===== src/sv/tscp_pkg.sv =====
// Shared types and constants for the texture slot cache policy block.
`timescale 1ns / 1ps
`default_nettype none
package tscp_pkg;

  localparam int unsigned TAG_W       = 32;
  localparam int unsigned CFG_W       = 6;
  localparam int unsigned SLOTS_RESET = 32;
  localparam int unsigned IN_DATA_W   = 40;
  localparam int unsigned IN_USER_W   = 2;
  localparam int unsigned OUT_DATA_W  = 8;
  localparam int unsigned OUT_USER_W  = 3;
  localparam int unsigned OUT_IDX_W   = 5;

  typedef enum logic [1:0] {
    FUNC_LOOKUP      = 2'd0,
    FUNC_BEGIN_FRAME = 2'd1,
    FUNC_END_FRAME   = 2'd2,
    FUNC_BEGIN_SESS  = 2'd3
  } func_t;

  typedef enum logic [2:0] {
    ST_HIT     = 3'd0,
    ST_LOADED  = 3'd1,
    ST_EVICTED = 3'd2,
    ST_DELAYED = 3'd3,
    ST_EVENT   = 3'd4
  } status_t;

  typedef enum logic [2:0] {
    S_IDLE   = 3'b001,
    S_SCAN   = 3'b010,
    S_UPDATE = 3'b100
  } state_t;

  typedef struct packed {
    logic done;
    logic hit;
    logic have_free;
  } scan_flags_t;

endpackage
`default_nettype wire


===== src/sv/tscp_ram.sv =====
// Generic single-write, single-read RAM with registered read data.
`timescale 1ns / 1ps
`default_nettype none
module tscp_ram #(
  parameter int unsigned WIDTH = 32,
  parameter int unsigned DEPTH = 32,
  localparam int unsigned ADDR_W = (DEPTH > 1) ? $clog2(DEPTH) : 1
) (
  input  wire logic                  clk,
  input  wire logic                  wr_en,
  input  wire logic [ADDR_W-1:0]     wr_addr,
  input  wire logic [WIDTH-1:0]      wr_data,
  input  wire logic [ADDR_W-1:0]     rd_addr,
  output logic      [WIDTH-1:0]      rd_data
);

  logic [WIDTH-1:0] mem_r [DEPTH];
  logic [WIDTH-1:0] rd_data_r;

  always_ff @(posedge clk) begin
    if (wr_en) begin
      mem_r[wr_addr] <= wr_data;
    end
    rd_data_r <= mem_r[rd_addr];
  end

  assign rd_data = rd_data_r;

endmodule
`default_nettype wire


===== src/sv/tscp_scan_unit.sv =====
// Slot scan engine: one tag compare and one hit-count compare per cycle.
`timescale 1ns / 1ps
`default_nettype none
module tscp_scan_unit #(
  parameter int unsigned SLOT_COUNT     = 32,
  parameter int unsigned HIT_COUNT_BITS = 16,
  localparam int unsigned IDX_W = (SLOT_COUNT > 1) ? $clog2(SLOT_COUNT) : 1,
  localparam int unsigned N_W   = ($clog2(SLOT_COUNT + 1) > tscp_pkg::CFG_W) ?
                                  $clog2(SLOT_COUNT + 1) : tscp_pkg::CFG_W
) (
  input  wire logic                         clk,
  input  wire logic                         rst_n,
  input  wire logic                         start,
  input  wire logic [N_W-1:0]               n,
  input  wire logic [tscp_pkg::TAG_W-1:0]   id,
  input  wire logic [SLOT_COUNT-1:0]        valid_vec,
  input  wire logic [SLOT_COUNT-1:0]        flush_vec,
  input  wire logic [tscp_pkg::TAG_W-1:0]   tag_rd,
  input  wire logic [HIT_COUNT_BITS-1:0]    cnt_rd,
  output logic      [IDX_W-1:0]             rd_addr,
  output tscp_pkg::scan_flags_t             flags,
  output logic      [IDX_W-1:0]             hit_idx,
  output logic      [HIT_COUNT_BITS-1:0]    hit_cnt,
  output logic      [IDX_W-1:0]             free_idx,
  output logic      [IDX_W-1:0]             min_idx
);

  logic                      run_r, run_nxt;
  logic                      done_r, done_nxt;
  logic                      hit_r, hit_nxt;
  logic                      free_r, free_nxt;
  logic                      cmp_vld_r, cmp_vld_nxt;
  logic [IDX_W-1:0]          rd_idx_r, rd_idx_nxt;
  logic [IDX_W-1:0]          cmp_idx_r, cmp_idx_nxt;
  logic [IDX_W-1:0]          hit_idx_r, hit_idx_nxt;
  logic [IDX_W-1:0]          free_idx_r, free_idx_nxt;
  logic [IDX_W-1:0]          min_idx_r, min_idx_nxt;
  logic [HIT_COUNT_BITS-1:0] hit_cnt_r, hit_cnt_nxt;
  logic [HIT_COUNT_BITS-1:0] min_cnt_r, min_cnt_nxt;
  logic [HIT_COUNT_BITS-1:0] cnt_eff;
  logic                      match;
  logic                      last;

  always_comb begin
    cnt_eff = valid_vec[cmp_idx_r] ? cnt_rd : '0;
    match   = valid_vec[cmp_idx_r] && (tag_rd == id);
    last    = ((N_W'(cmp_idx_r) + N_W'(1)) == n);

    run_nxt      = run_r;
    done_nxt     = done_r;
    hit_nxt      = hit_r;
    free_nxt     = free_r;
    cmp_vld_nxt  = cmp_vld_r;
    rd_idx_nxt   = rd_idx_r;
    cmp_idx_nxt  = cmp_idx_r;
    hit_idx_nxt  = hit_idx_r;
    free_idx_nxt = free_idx_r;
    min_idx_nxt  = min_idx_r;
    hit_cnt_nxt  = hit_cnt_r;
    min_cnt_nxt  = min_cnt_r;

    if (start) begin
      run_nxt     = 1'b1;
      done_nxt    = 1'b0;
      hit_nxt     = 1'b0;
      free_nxt    = 1'b0;
      cmp_vld_nxt = 1'b0;
      rd_idx_nxt  = '0;
    end else if (run_r) begin
      cmp_vld_nxt = 1'b1;
      cmp_idx_nxt = rd_idx_r;
      if ((N_W'(rd_idx_r) + N_W'(1)) < n) begin
        rd_idx_nxt = rd_idx_r + IDX_W'(1);
      end
      if (cmp_vld_r) begin
        if (match) begin
          hit_nxt     = 1'b1;
          hit_idx_nxt = cmp_idx_r;
          hit_cnt_nxt = cnt_rd;
          run_nxt     = 1'b0;
          done_nxt    = 1'b1;
        end else begin
          if (flush_vec[cmp_idx_r]) begin
            free_nxt     = 1'b1;
            free_idx_nxt = cmp_idx_r;
          end
          if ((cmp_idx_r == '0) || (cnt_eff < min_cnt_r)) begin
            min_cnt_nxt = cnt_eff;
            min_idx_nxt = cmp_idx_r;
          end
          if (last) begin
            run_nxt  = 1'b0;
            done_nxt = 1'b1;
          end
        end
      end
    end
  end

  always_ff @(posedge clk) begin
    if (!rst_n) begin
      run_r     <= 1'b0;
      done_r    <= 1'b0;
      hit_r     <= 1'b0;
      free_r    <= 1'b0;
      cmp_vld_r <= 1'b0;
      rd_idx_r  <= '0;
      cmp_idx_r <= '0;
    end else begin
      run_r     <= run_nxt;
      done_r    <= done_nxt;
      hit_r     <= hit_nxt;
      free_r    <= free_nxt;
      cmp_vld_r <= cmp_vld_nxt;
      rd_idx_r  <= rd_idx_nxt;
      cmp_idx_r <= cmp_idx_nxt;
    end
  end

  always_ff @(posedge clk) begin
    hit_idx_r  <= hit_idx_nxt;
    free_idx_r <= free_idx_nxt;
    min_idx_r  <= min_idx_nxt;
    hit_cnt_r  <= hit_cnt_nxt;
    min_cnt_r  <= min_cnt_nxt;
  end

  assign rd_addr         = rd_idx_r;
  assign flags.done      = done_r;
  assign flags.hit       = hit_r;
  assign flags.have_free = free_r;
  assign hit_idx         = hit_idx_r;
  assign hit_cnt         = hit_cnt_r;
  assign free_idx        = free_idx_r;
  assign min_idx         = min_idx_r;

endmodule
`default_nettype wire


===== src/sv/texture_slot_cache_policy.sv =====
// Top level of the texture slot cache policy: sequencer, slot flags and result register.
//
// Usage:
//   in_*  : one request per item. in_tuser = func (lookup, begin frame, end frame,
//           begin session). in_tdata = texture_id, force_load, scene_open.
//   out_* : one result per request. out_tuser = status, out_tdata = slot_index,
//           flush_needed.
//   cfg_* : cfg_wr_en writes slots_in_use; write only while no request is pending.
// Scan: a lookup that scans stops at the slot that hits, or after all n slots in use
//   when it misses; the scan reads one slot of the tag and hit-count RAMs per cycle
//   and compares it in the shared scan unit. Frame and session events, and lookups
//   that are delayed without a scan, go straight from accept to the update step.
// Throughput: one item at a time; in_tready is high only while no item is in work.
// Reset: rst_n (synchronous) invalidates all slots, flush-marks them, clears used
//   marks and sets slots_in_use to 32. No clearing pass is needed.
// Stall: a held result sits in the output register; the next item is still taken,
//   and its result waits in the update step until the output register frees.
`timescale 1ns / 1ps
`default_nettype none
module texture_slot_cache_policy #(
  parameter int unsigned SLOT_COUNT     = 32,
  parameter int unsigned HIT_COUNT_BITS = 16
) (
  input  wire logic                              clk,
  input  wire logic                              rst_n,
  input  wire logic                              cfg_wr_en,
  input  wire logic [tscp_pkg::CFG_W-1:0]        cfg_wr_data,    // slots_in_use
  input  wire logic                              in_tvalid,
  output logic                                   in_tready,
  // [31:0] texture_id, [32] force_load, [33] scene_open, [39:34] zero
  input  wire logic [tscp_pkg::IN_DATA_W-1:0]    in_tdata,
  // [1:0] func
  input  wire logic [tscp_pkg::IN_USER_W-1:0]    in_tuser,
  output logic                                   out_tvalid,
  input  wire logic                              out_tready,
  // [4:0] slot_index, [5] flush_needed, [7:6] zero
  output logic      [tscp_pkg::OUT_DATA_W-1:0]   out_tdata,
  // [2:0] status
  output logic      [tscp_pkg::OUT_USER_W-1:0]   out_tuser
);

  localparam int unsigned IDX_W = (SLOT_COUNT > 1) ? $clog2(SLOT_COUNT) : 1;
  localparam int unsigned N_W   = ($clog2(SLOT_COUNT + 1) > tscp_pkg::CFG_W) ?
                                  $clog2(SLOT_COUNT + 1) : tscp_pkg::CFG_W;
  localparam int unsigned XW    = (IDX_W > tscp_pkg::OUT_IDX_W) ? IDX_W :
                                  tscp_pkg::OUT_IDX_W;

  tscp_pkg::state_t             state_r, state_nxt;
  tscp_pkg::func_t              func_r;
  logic [tscp_pkg::TAG_W-1:0]   id_r;
  logic                         force_r;
  logic                         go_r;
  logic [tscp_pkg::CFG_W-1:0]   slots_r;
  logic [SLOT_COUNT-1:0]        valid_r, valid_nxt;
  logic [SLOT_COUNT-1:0]        flush_r, flush_nxt;
  logic [SLOT_COUNT-1:0]        used_r, used_nxt;
  logic [SLOT_COUNT-1:0]        mask;
  logic                         out_tvalid_r, out_tvalid_nxt;
  tscp_pkg::status_t            out_status_r, status_nxt;
  logic [tscp_pkg::OUT_IDX_W-1:0] out_idx_r, out_idx_nxt;
  logic                         out_flush_r, flush_flag_nxt;
  logic [N_W-1:0]               n;
  logic                         in_acc;
  logic                         in_go;
  logic                         upd_fire;
  logic [IDX_W-1:0]             rd_addr;
  logic [IDX_W-1:0]             hit_idx;
  logic [IDX_W-1:0]             free_idx;
  logic [IDX_W-1:0]             min_idx;
  logic [HIT_COUNT_BITS-1:0]    hit_cnt;
  tscp_pkg::scan_flags_t        flags;
  logic [tscp_pkg::TAG_W-1:0]   tag_rd;
  logic [HIT_COUNT_BITS-1:0]    cnt_rd;
  logic                         tag_we;
  logic                         cnt_we;
  logic [IDX_W-1:0]             wr_addr;
  logic [HIT_COUNT_BITS-1:0]    cnt_wdata;
  logic [XW-1:0]                idx_ext;

  always_comb begin
    if (N_W'(slots_r) > N_W'(SLOT_COUNT)) begin
      n = N_W'(SLOT_COUNT);
    end else begin
      n = N_W'(slots_r);
    end
    for (int i = 0; i < SLOT_COUNT; i++) begin
      mask[i] = (N_W'(i) < n);
    end
  end

  assign in_tready = (state_r == tscp_pkg::S_IDLE);
  assign in_acc    = in_tvalid && in_tready;
  assign in_go     = (tscp_pkg::func_t'(in_tuser) == tscp_pkg::FUNC_LOOKUP) &&
                     in_tdata[33] && (n != '0);
  assign upd_fire  = (state_r == tscp_pkg::S_UPDATE) && (!out_tvalid_r || out_tready);

  tscp_scan_unit #(
    .SLOT_COUNT     (SLOT_COUNT),
    .HIT_COUNT_BITS (HIT_COUNT_BITS)
  ) u_scan (
    .clk       (clk),
    .rst_n     (rst_n),
    .start     (in_acc && in_go),
    .n         (n),
    .id        (id_r),
    .valid_vec (valid_r),
    .flush_vec (flush_r),
    .tag_rd    (tag_rd),
    .cnt_rd    (cnt_rd),
    .rd_addr   (rd_addr),
    .flags     (flags),
    .hit_idx   (hit_idx),
    .hit_cnt   (hit_cnt),
    .free_idx  (free_idx),
    .min_idx   (min_idx)
  );

  tscp_ram #(
    .WIDTH (tscp_pkg::TAG_W),
    .DEPTH (SLOT_COUNT)
  ) u_tag_ram (
    .clk     (clk),
    .wr_en   (tag_we),
    .wr_addr (wr_addr),
    .wr_data (id_r),
    .rd_addr (rd_addr),
    .rd_data (tag_rd)
  );

  tscp_ram #(
    .WIDTH (HIT_COUNT_BITS),
    .DEPTH (SLOT_COUNT)
  ) u_cnt_ram (
    .clk     (clk),
    .wr_en   (cnt_we),
    .wr_addr (wr_addr),
    .wr_data (cnt_wdata),
    .rd_addr (rd_addr),
    .rd_data (cnt_rd)
  );

  always_comb begin
    state_nxt      = state_r;
    valid_nxt      = valid_r;
    flush_nxt      = flush_r;
    used_nxt       = used_r;
    out_tvalid_nxt = out_tvalid_r && !out_tready;
    status_nxt     = tscp_pkg::ST_EVENT;
    wr_addr        = hit_idx;
    flush_flag_nxt = 1'b0;
    tag_we         = 1'b0;
    cnt_we         = 1'b0;
    cnt_wdata      = HIT_COUNT_BITS'(1);

    unique case (state_r)
      tscp_pkg::S_IDLE: begin
        if (in_acc) begin
          state_nxt = in_go ? tscp_pkg::S_SCAN : tscp_pkg::S_UPDATE;
        end
      end
      tscp_pkg::S_SCAN: begin
        if (flags.done) begin
          state_nxt = tscp_pkg::S_UPDATE;
        end
      end
      tscp_pkg::S_UPDATE: begin
        if (upd_fire) begin
          state_nxt      = tscp_pkg::S_IDLE;
          out_tvalid_nxt = 1'b1;
        end
      end
      default: begin
        state_nxt = tscp_pkg::S_IDLE;
      end
    endcase

    unique case (func_r)
      tscp_pkg::FUNC_LOOKUP: begin
        status_nxt = tscp_pkg::ST_DELAYED;
        if (go_r) begin
          if (flags.hit) begin
            status_nxt = tscp_pkg::ST_HIT;
            wr_addr    = hit_idx;
            cnt_we     = 1'b1;
            cnt_wdata  = (hit_cnt == '1) ? hit_cnt : hit_cnt + HIT_COUNT_BITS'(1);
          end else if (flags.have_free) begin
            status_nxt = tscp_pkg::ST_LOADED;
            wr_addr    = free_idx;
            tag_we     = 1'b1;
            cnt_we     = 1'b1;
          end else if (force_r) begin
            status_nxt     = tscp_pkg::ST_EVICTED;
            wr_addr        = min_idx;
            tag_we         = 1'b1;
            cnt_we         = 1'b1;
            flush_flag_nxt = 1'b1;
          end
        end
        if (cnt_we) begin
          flush_nxt[wr_addr] = 1'b0;
          used_nxt[wr_addr]  = 1'b1;
        end
        if (tag_we) begin
          valid_nxt[wr_addr] = 1'b1;
        end
      end
      tscp_pkg::FUNC_BEGIN_FRAME: begin
        used_nxt = used_r & ~mask;
      end
      tscp_pkg::FUNC_END_FRAME: begin
        flush_nxt = flush_r | (~used_r & mask);
      end
      tscp_pkg::FUNC_BEGIN_SESS: begin
        flush_nxt = flush_r | mask;
        used_nxt  = used_r & ~mask;
        valid_nxt = valid_r & ~mask;
      end
      default: begin
        status_nxt = tscp_pkg::ST_EVENT;
      end
    endcase

    if (!upd_fire) begin
      valid_nxt = valid_r;
      flush_nxt = flush_r;
      used_nxt  = used_r;
      tag_we    = 1'b0;
      cnt_we    = 1'b0;
    end

    idx_ext = XW'(wr_addr);
    if ((status_nxt == tscp_pkg::ST_DELAYED) || (status_nxt == tscp_pkg::ST_EVENT)) begin
      idx_ext = '0;
    end
    out_idx_nxt = idx_ext[tscp_pkg::OUT_IDX_W-1:0];
  end

  always_ff @(posedge clk) begin
    if (!rst_n) begin
      state_r      <= tscp_pkg::S_IDLE;
      slots_r      <= tscp_pkg::CFG_W'(tscp_pkg::SLOTS_RESET);
      valid_r      <= '0;
      flush_r      <= '1;
      used_r       <= '0;
      out_tvalid_r <= 1'b0;
    end else begin
      state_r      <= state_nxt;
      valid_r      <= valid_nxt;
      flush_r      <= flush_nxt;
      used_r       <= used_nxt;
      out_tvalid_r <= out_tvalid_nxt;
      if (cfg_wr_en) begin
        slots_r <= cfg_wr_data;
      end
    end
  end

  always_ff @(posedge clk) begin
    if (in_acc) begin
      func_r  <= tscp_pkg::func_t'(in_tuser);
      id_r    <= in_tdata[31:0];
      force_r <= in_tdata[32];
      go_r    <= in_go;
    end
    if (upd_fire) begin
      out_status_r <= status_nxt;
      out_idx_r    <= out_idx_nxt;
      out_flush_r  <= flush_flag_nxt;
    end
  end

  assign out_tvalid = out_tvalid_r;
  assign out_tuser  = out_status_r;
  assign out_tdata  = {2'b00, out_flush_r, out_idx_r};

  a_hit_valid: assert property (@(posedge clk) disable iff (!rst_n)
    (state_r == tscp_pkg::S_SCAN && flags.done && flags.hit) |-> valid_r[hit_idx])
    else $error("scan hit on an invalid slot");

  a_free_marked: assert property (@(posedge clk) disable iff (!rst_n)
    (state_r == tscp_pkg::S_SCAN && flags.done && !flags.hit && flags.have_free)
      |-> flush_r[free_idx])
    else $error("free slot is not flush-marked");

  a_cnt_nonzero: assert property (@(posedge clk) disable iff (!rst_n)
    cnt_we |-> (cnt_wdata != '0))
    else $error("hit count written as zero");

  a_go_scans: assert property (@(posedge clk) disable iff (!rst_n)
    (in_acc && in_go) |=> (state_r == tscp_pkg::S_SCAN))
    else $error("scanning lookup did not enter scan");

  a_flush_evict: assert property (@(posedge clk) disable iff (!rst_n)
    (out_tvalid_r && out_flush_r) |-> (out_status_r == tscp_pkg::ST_EVICTED))
    else $error("flush flagged without eviction");

endmodule
`default_nettype wire


===== config.mk =====
export PLATFORM = sky130hd
export DESIGN_NAME = texture_slot_cache_policy
export DESIGN_NICKNAME = d
export VERILOG_FILES = /design/src/sv/tscp_pkg.sv /design/src/sv/tscp_ram.sv /design/src/sv/tscp_scan_unit.sv /design/src/sv/texture_slot_cache_policy.sv
export SDC_FILE = /design/constraint.sdc
export NUM_CORES = 2
export LEC_CHECK = 0
export BUFFER_PORTS_ARGS = -buffer_cell sky130_fd_sc_hd__buf_2
export CAP_MARGIN = 5
export CORE_MARGIN = 2
export CORE_UTILIZATION = 53
export DETAILED_ROUTE_END_ITERATION = 10
export HOLD_SLACK_MARGIN = 0.12
export PLACE_DENSITY = 0.68
export SETUP_SLACK_MARGIN = 0.1
export SYNTH_ARGS = -nofsm -noshare
export SYNTH_HDL_FRONTEND = slang
export SYNTH_HIERARCHICAL = 1
export SYNTH_SLANG_ARGS = --single-unit

===== constraint.sdc =====
create_clock -name clk -period 12.45 [get_ports clk]
set_input_delay 0.6225 -clock clk [delete_from_list [all_inputs] [get_ports clk]]
set_output_delay 0.6225 -clock clk [all_outputs]
set_load 0.02 [all_outputs]

# After elaboration in Yosys (flattened, before gate mapping)
# Memories as Yosys holds them, arrays and structs flattened. A register that Yosys moved wholly into a read port is not among the register bits.
# Index checks and enable logic that the tools add are counted.
totals:
  ram_bits: 1536
  regBits: 213
  inputBits: 53
  mem_count: 2
  wordCells: 196
mem_list:
  columns: ["name", "depth", "width", "rd", "rd_ports_with_merged_regs", "wr", "line", "source"]
  rows:
  - ["u_tag_ram.mem_r", 32, 32, 1, 1, 1, "tscp_ram.sv:17", "logic [WIDTH-1:0] mem_r [DEPTH];"]
  - ["u_cnt_ram.mem_r", 32, 16, 1, 1, 1, "tscp_ram.sv:17", null]
classes:
  eq_ne: 16
  reduce_logical: 36
  n_lt_le_gt_ge: 38
  n_bitwise: 16
  muxes: 59
  n_addsub: 4
ops:
  columns: ["cell", "n"]
  rows:
  - ["$and A32 B32 Y32", 4]
  - ["$or A32 B32 Y32", 4]
  - ["$pmux W32 S2", 2]
  - ["$lt A5 B6 Y1 const A", 16]
  - ["$mux W32", 3]
  - ["$not A32 Y32", 3]
  - ["$pmux W32 S3", 1]
  - ["$mux W16", 5]
  - ["$lt A4 B6 Y1 const A", 8]
  - ["$eq A32 B32 Y1", 1]
  - ["$mux W5", 6]
  - ["$mux W1", 29]
  - ["$lt A3 B6 Y1 const A", 4]
  - ["$reduce_and A3 Y1", 6]
  - ["$add A16 B1 Y16 const B", 1]
  - ["$eq A16 B16 Y1 const B", 1]
  - ["$lt A16 B16 Y1", 1]
  - ["$mux W3", 5]
  - ["$add A5 B1 Y6 const B", 2]
  - ["$lt A1 B6 Y1 const A", 2]
  - ["$lt A2 B6 Y1 const A", 2]
  - ["$lt A5 B6 Y1 const B", 2]
  - ["$bmux W1 S5", 2]
  - ["$reduce_and A5 Y1", 2]
  - ["other kinds (29)", 57]

# Depth between registers and ports, before layout
logic_depth:
  ltp_word: 13
  ltp_mapped: 14
  ltp_nobuf: 12

# By module
# Netlist, hierarchy kept.
by_module_without_submodules:
  columns: ["mod", "instances", "cells_each", "area_per_inst_um2"]
  rows:
  - ["tscp_ram (u_tag_ram)", 1, 2260, 40492.6]
  - ["tscp_ram (u_cnt_ram)", 1, 1143, 20535.9]
  - ["texture_slot_cache_policy", 1, 792, 7071.8]
  - ["tscp_scan_unit", 1, 354, 3882.5]

# Worst setup path after synthesis
# No wires, ideal clock.
synth_path:
  path_type: "reg2reg"
  startpoint: "reg u_scan.cmp_idx_r[0]"
  endpoint: "reg u_scan.min_cnt_r[0] (enable)"
  path_buffers: 2
  required_ps: 12024
  t_arrival_ps: 4278
  setup_slack_ps: 7746
  path_stages_with_launch: 15
  cell_sequence: "dfxtp_1 > buf_6 > mux4_2 > o22ai_2 > o22ai_2 > nor3_4 > buf_4 > nor2b_1 > ha_1 > a21o_1 > a21o_1 > a21oi_1 > o21a_1 > nor2_1 > nor3_1"
synth_via:
  elab_chain_cells: 6
  elab_cells_between_ends: 9
  classes_between: "1 x order compare; 3 x mux; 1 x bitwise; 4 x reduce/logical"
synth_lines:
  columns: ["element", "line", "source"]
  rows:
  - ["from (decl)", "tscp_scan_unit.sv:34", "logic [IDX_W-1:0] cmp_idx_r, cmp_idx_nxt;"]
  - ["from (signal assigned)", "tscp_scan_unit.sv:116", "cmp_idx_r <= cmp_idx_nxt;"]
  - ["$bmux W1 S5", "tscp_scan_unit.sv:45", "cnt_eff = valid_vec[cmp_idx_r] ? cnt_rd : '0;"]
  - ["$mux W1 (not written as such)", "tscp_scan_unit.sv:45", null]
  - ["$mux W16", "tscp_scan_unit.sv:45", null]
  - ["named net u_scan.cnt_eff[13]", "tscp_scan_unit.sv:40", "logic [HIT_COUNT_BITS-1:0] cnt_eff;"]
  - ["$lt A16 B16 Y1", "tscp_scan_unit.sv:87", "if ((cmp_idx_r == '0) || (cnt_eff < min_cnt_r)) begin"]
  - ["$logic_or A1 B1 Y1", "tscp_scan_unit.sv:87", null]
  - ["$reduce_and A5 Y1 (no source line)", null, null]
  - ["to (signal assigned)", "tscp_scan_unit.sv:125", "min_cnt_r <= min_cnt_nxt;"]
  - ["to (decl)", "tscp_scan_unit.sv:39", "logic [HIT_COUNT_BITS-1:0] min_cnt_r, min_cnt_nxt;"]
# The timed path passes the listed nets, and every way through them passes these cells. The select of a mux whose other input is x is not followed.
# A chain may end at the register's enable or synchronous reset.

# Worst setup path in the final report
layout_path:
  startpoint: "reg u_scan.cmp_idx_r[0]"
  endpoint: "reg u_scan.min_idx_r[0] (netlist: u_scan/min_idx[0]) (enable)"
layout_via:
  elab_chain_cells: 6
  elab_cells_between_ends: 9
  classes_between: "1 x order compare; 3 x mux; 1 x bitwise; 4 x reduce/logical"
layout_lines:
  columns: ["element", "line", "source"]
  rows:
  - ["$bmux W1 S5", "tscp_scan_unit.sv:45", null]
  - ["$mux W1 (not written as such)", "tscp_scan_unit.sv:45", null]
  - ["$mux W16", "tscp_scan_unit.sv:45", null]
  - ["named net u_scan.cnt_eff[3]", "tscp_scan_unit.sv:40", null]
  - ["$lt A16 B16 Y1", "tscp_scan_unit.sv:87", null]
  - ["$logic_or A1 B1 Y1", "tscp_scan_unit.sv:87", null]
  - ["$reduce_and A5 Y1 (no source line)", null, null]
  - ["to (signal assigned)", "tscp_scan_unit.sv:123", "min_idx_r <= min_idx_nxt;"]
  - ["to (decl)", "tscp_scan_unit.sv:37", "logic [IDX_W-1:0] min_idx_r, min_idx_nxt;"]
# The timed path passes the listed nets, and every way through them passes these cells. The select of a mux whose other input is x is not followed.

==> impl_metrics.py <==
metrics = {
    "pwr": {
        "ir_worst_vdd_mv": 0.158,
        "p_leak_uw": 0.0258,
        "power_frac_clock_pct": 40.6,
        "powerDensity_mw_per_mm2": 162,
        "internal_power_uw": 10100,
        "combPwrFrac_pct": 8.2,
        "switching_share_pct": 22.3,
        "seq_power_share_pct": 51.2,
        "p_sw_uw": 2920,
    },
    "clocking": {
        "path_clk_slew_ns": 0.06,
        "cts_tree": "built",
        "ctsRootBufferMaster": "clkbuf_16",
        "clk_latency_ns": 0.81,
        "cts_buffers": 177,
        "cts_sinks": 1797,
        "cts_resized": 0,
        "clockBufferDepth": 3,
        "htree_levels": 4,
    },
    "synthesis": {
        "yosys_warnings": 6,
        "syn_area_per_cell_um2": 15.8,
        "synth_top_flop_cell": "edfxtp_1",
        "synth_edf_count": 1628,
        "yosysUniqueCellTypes": 90,
        "seq_area_frac_synth_pct": 72.6,
        "netlist_area_mm2": 0.0720,
        "synthCells": 4549,
        "async_flop_share_pct": 0,
        "ys_seq_elements": 1797,
    },
    "floorplan": {
        "ios": 66,
        "die_w_um": 373,
        "core_area_mm2": 0.135,
        "initial_core_util_pct": 53.3,
        "fp-row-count": 135,
        "die_y_um": 373,
        "dieArea_mm2": 0.139,
    },
    "finish": {
        "fin_cells": 6640,
        "syn2layout_area_growth_pct": 12.0,
        "post-route-util_pct": 59.7,
        "final_nets": 4788,
        "n_fill_cell": 9981,
        "diodes": 0,
        "drive_gt1_share_pct": 11.7,
    },
    "critical_path": {
        "cpPeakStageDelay_ns": 0.77,
        "criticalPathCategory": "flip-flop to flip-flop",
        "r2r_start": "u_scan/cmp_idx_r[0]$_SDFFE_PN0P_",
        "crit_fanout": 19,
        "end_kind": "flip-flop",
        "r2r_end": "u_scan/min_idx[0]$_DFFE_PP_",
        "crit_path_top_delay_cell": "nor3_4",
        "reg2reg_slack_ns": 7.37,
        "reg2reg_depth": 12,
        "crit_arrival_ns": 5.58,
        "crit_path_start_kind": "flip-flop",
        "worstPathRequired_ns": 12.95,
        "crit_chain": "mux4_2, o22ai_1, o22ai_2, nor3_4, and2b_1, ha_1, a211oi_1, o21ai_0, a211oi_1, o21ai_0, nor3_2, buf_4",
    },
    "routing": {
        "drt-initial-drc-count": 3967,
        "vias": 40367,
        "via_per_inst": 6.08,
        "topRoutingLayerUsed": "met4",
        "route.met2.wl_um": 82900,
        "drc": 0,
        "wire_per_inst_um": 26.0,
        "wl_um": 172000,
        "drtPass1Iterations": 6,
        "ant_nets": 0,
        "wl_met3_um": 11800,
        "wl_met1_um": 72900,
    },
    "timing": {
        "clock_skew_ns": 0.0436,
        "finalHoldViolations": 0,
        "max_freq_ghz": 0.197,
        "tightest_slew_ns": 1.22,
        "setup_violations": 0,
        "final_max_slew_viol_count": 0,
        "setup_ws_ns": 7.37,
        "fin_crit_ns": 5.08,
        "slew_headroom_pct": 18.7,
        "rsz0062_at_grt": "false",
        "finalSetupTns_ns": 0,
        "finalCritPeriodShare_pct": 40.8,
    },
    "placement": {
        "dp_cells": 6271,
        "gp_congestion": 0.864,
        "portBuffers": 57,
        "hpwl_um": 89500,
        "dp_slack_ns": 7.39,
    },
    "global_routing": {
        "grt_max_degree": 132,
        "track_usage_pct": 24.7,
        "antenna_found_initial": 1,
        "grt_pass1_vias": 38674,
        "overflow": 0,
        "grt_pass1_wl_um": 251000,
    },
    "min_path": {
        "worst_hold_path.endpoint": "slots_r[5]$_SDFFE_PN1P_",
        "hold_depth": 3,
        "min_from": "cfg_wr_en",
        "hold_path_class": "input port to flip-flop",
    },
    "run": {
        "maxCapViolCount": 0,
    },
    "outcome": {
        "outcome": "completed",
    },
}
[metrics by stage]
| step | hold WS, ns | instance area [µm²] | total power, µW |
|---|---|---|---|
| 2_1_floorplan | 0.401 | 72000 | 7670 |
| 3_3_place_gp | 0.419 | 74400 | 7860 |
| 3_5_place_dp | 0.412 | 74400 | 7870 |
| 4_1_cts | 0.159 | 80600 | 13100 |
| 5_1_grt | 0.236 | 80600 | 13500 |
| 6_report | 0.201 | 80600 | 13100 |
[repair_timing]
action / in CTS / in global routing
endpoints found under the hold margin: 42 / 0
hold buffers: 42 / 0
buffers inserted: 0 / 0
[worst max-delay path by stage]
stage | slack, ns | start | to
2_1_floorplan | 7.75 | u_scan/cmp_idx_r[0]$_SDFFE_PN0P_ | u_scan/min_cnt_r[0]$_DFFE_PP_
3_3_place_gp | 7.45 | u_scan/cmp_idx_r[0]$_SDFFE_PN0P_ | u_scan/min_cnt_r[12]$_DFFE_PP_
3_5_place_dp | 7.39 | u_scan/cmp_idx_r[0]$_SDFFE_PN0P_ | u_scan/min_idx[3]$_DFFE_PP_
4_1_cts | 7.39 | u_scan/cmp_idx_r[0]$_SDFFE_PN0P_ | u_scan/min_idx[2]$_DFFE_PP_
5_1_grt | 7.04 | u_scan/cmp_idx_r[0]$_SDFFE_PN0P_ | u_scan/min_cnt_r[13]$_DFFE_PP_
6_report | 7.37 | u_scan/cmp_idx_r[0]$_SDFFE_PN0P_ | u_scan/min_idx[0]$_DFFE_PP_
[cell usage after synthesis, types with 63 or more instances]
| master | instances | area, µm² |
|---|---|---|
| nor2_1 | 142 | 533 |
| mux2i_1 | 799 | 8000 |
| nand3_1 | 160 | 801 |
| nand2_1 | 219 | 822 |
| a22o_1 | 98 | 858 |
| edfxtp_1 | 1628 | 48900 |
| o21ai_0 | 104 | 521 |
| clkbuf_1 | 98 | 368 |
| dfxtp_1 | 169 | 3380 |
| buf_4 | 63 | 473 |
| a22oi_1 | 165 | 1240 |
| a21oi_1 | 228 | 1140 |
[routing by layer]
metal / up-vias / global-route usage (%)
met5: - / 0
met4: 0 / 7.53
met3: 274 / 3.65
met2: 1521 / 40.0
met1: 20567 / 34.9
li1: 18005 / -
[final cells by class]
cell class,count,area (µm²),share of cell area [%]
Clock buffer,241,4840,6.01
Clock inverter,86,983,1.22
Inverter,42,163,0.202
Multi-Input combinational cell,2446,18300,22.7
Sequential cell,1797,52300,64.8
Tap cell,1781,2230,2.76
Timing Repair Buffer,247,1850,2.30
[cells in the final DEF, fill, tap and decap left out, drive strengths merged, types with 7 or more instances in the layout]
cell,count
nand4,37
nor3,63
nand2,222
clkbuf,241
or3,9
dlygate4sd3,42
a22o,98
a31oi,60
nor3b,7
a21oi,229
a21boi,7
and2,20
dfxtp,169
edfxtp,1628
or2,8
a22oi,165
inv,46
o21a,7
a211oi,11
ha,24
buf,205
nor2b,46
or3b,10
o22ai,15
xor2,11
nand2b,20
nand3,160
o221ai,7
o21ai,106
a21o,11
clkinv,61
nor2,148
xnor2,41
nand3b,13
mux2i,799
bufinv,16
and3,7
[power by group through the flow]
stage / Clock [µW] / Combinational [µW] / Sequential [µW]
floorplan: 0 / 888 / 6780
global placement: 0 / 1050 / 6810
detailed placement: 0 / 1060 / 6810
CTS: 5390 / 1070 / 6680
global route: 5640 / 1140 / 6690
finish: 5300 / 1080 / 6680
[logic make-up after synthesis]
family,Yosys count,share of synthesized area [%]
flops,1797,72.6
mux,808,11.3
simple gates,794,5.48
compound gates,766,7.03
buf+inv,307,2.50
xor+xnor,52,0.633
fa+ha+maj,24,0.417
other cells,1,0.00521
[worst max-delay path, delay by kind of cell (launching register included)]
kind                       cells  cell delay, ns
buffers and inverters          1            0.33
adders and majority gates      1            0.28
AOI/OAI and AO/OA              6            1.09
muxes                          1            0.59
and+or+nand+nor                3            1.75
DFF                            1            0.71
[state kept, by name, indices dropped and copies added, names as in the netlist, 32 cells and up]
register	flops
used_r	32
valid_r	32
u_cnt_ram/mem_r	512
id_r	32
u_tag_ram/mem_r	1024
u_tag_ram/rd_data	32
flush_r	32
(Power assumes the default switching activity.)
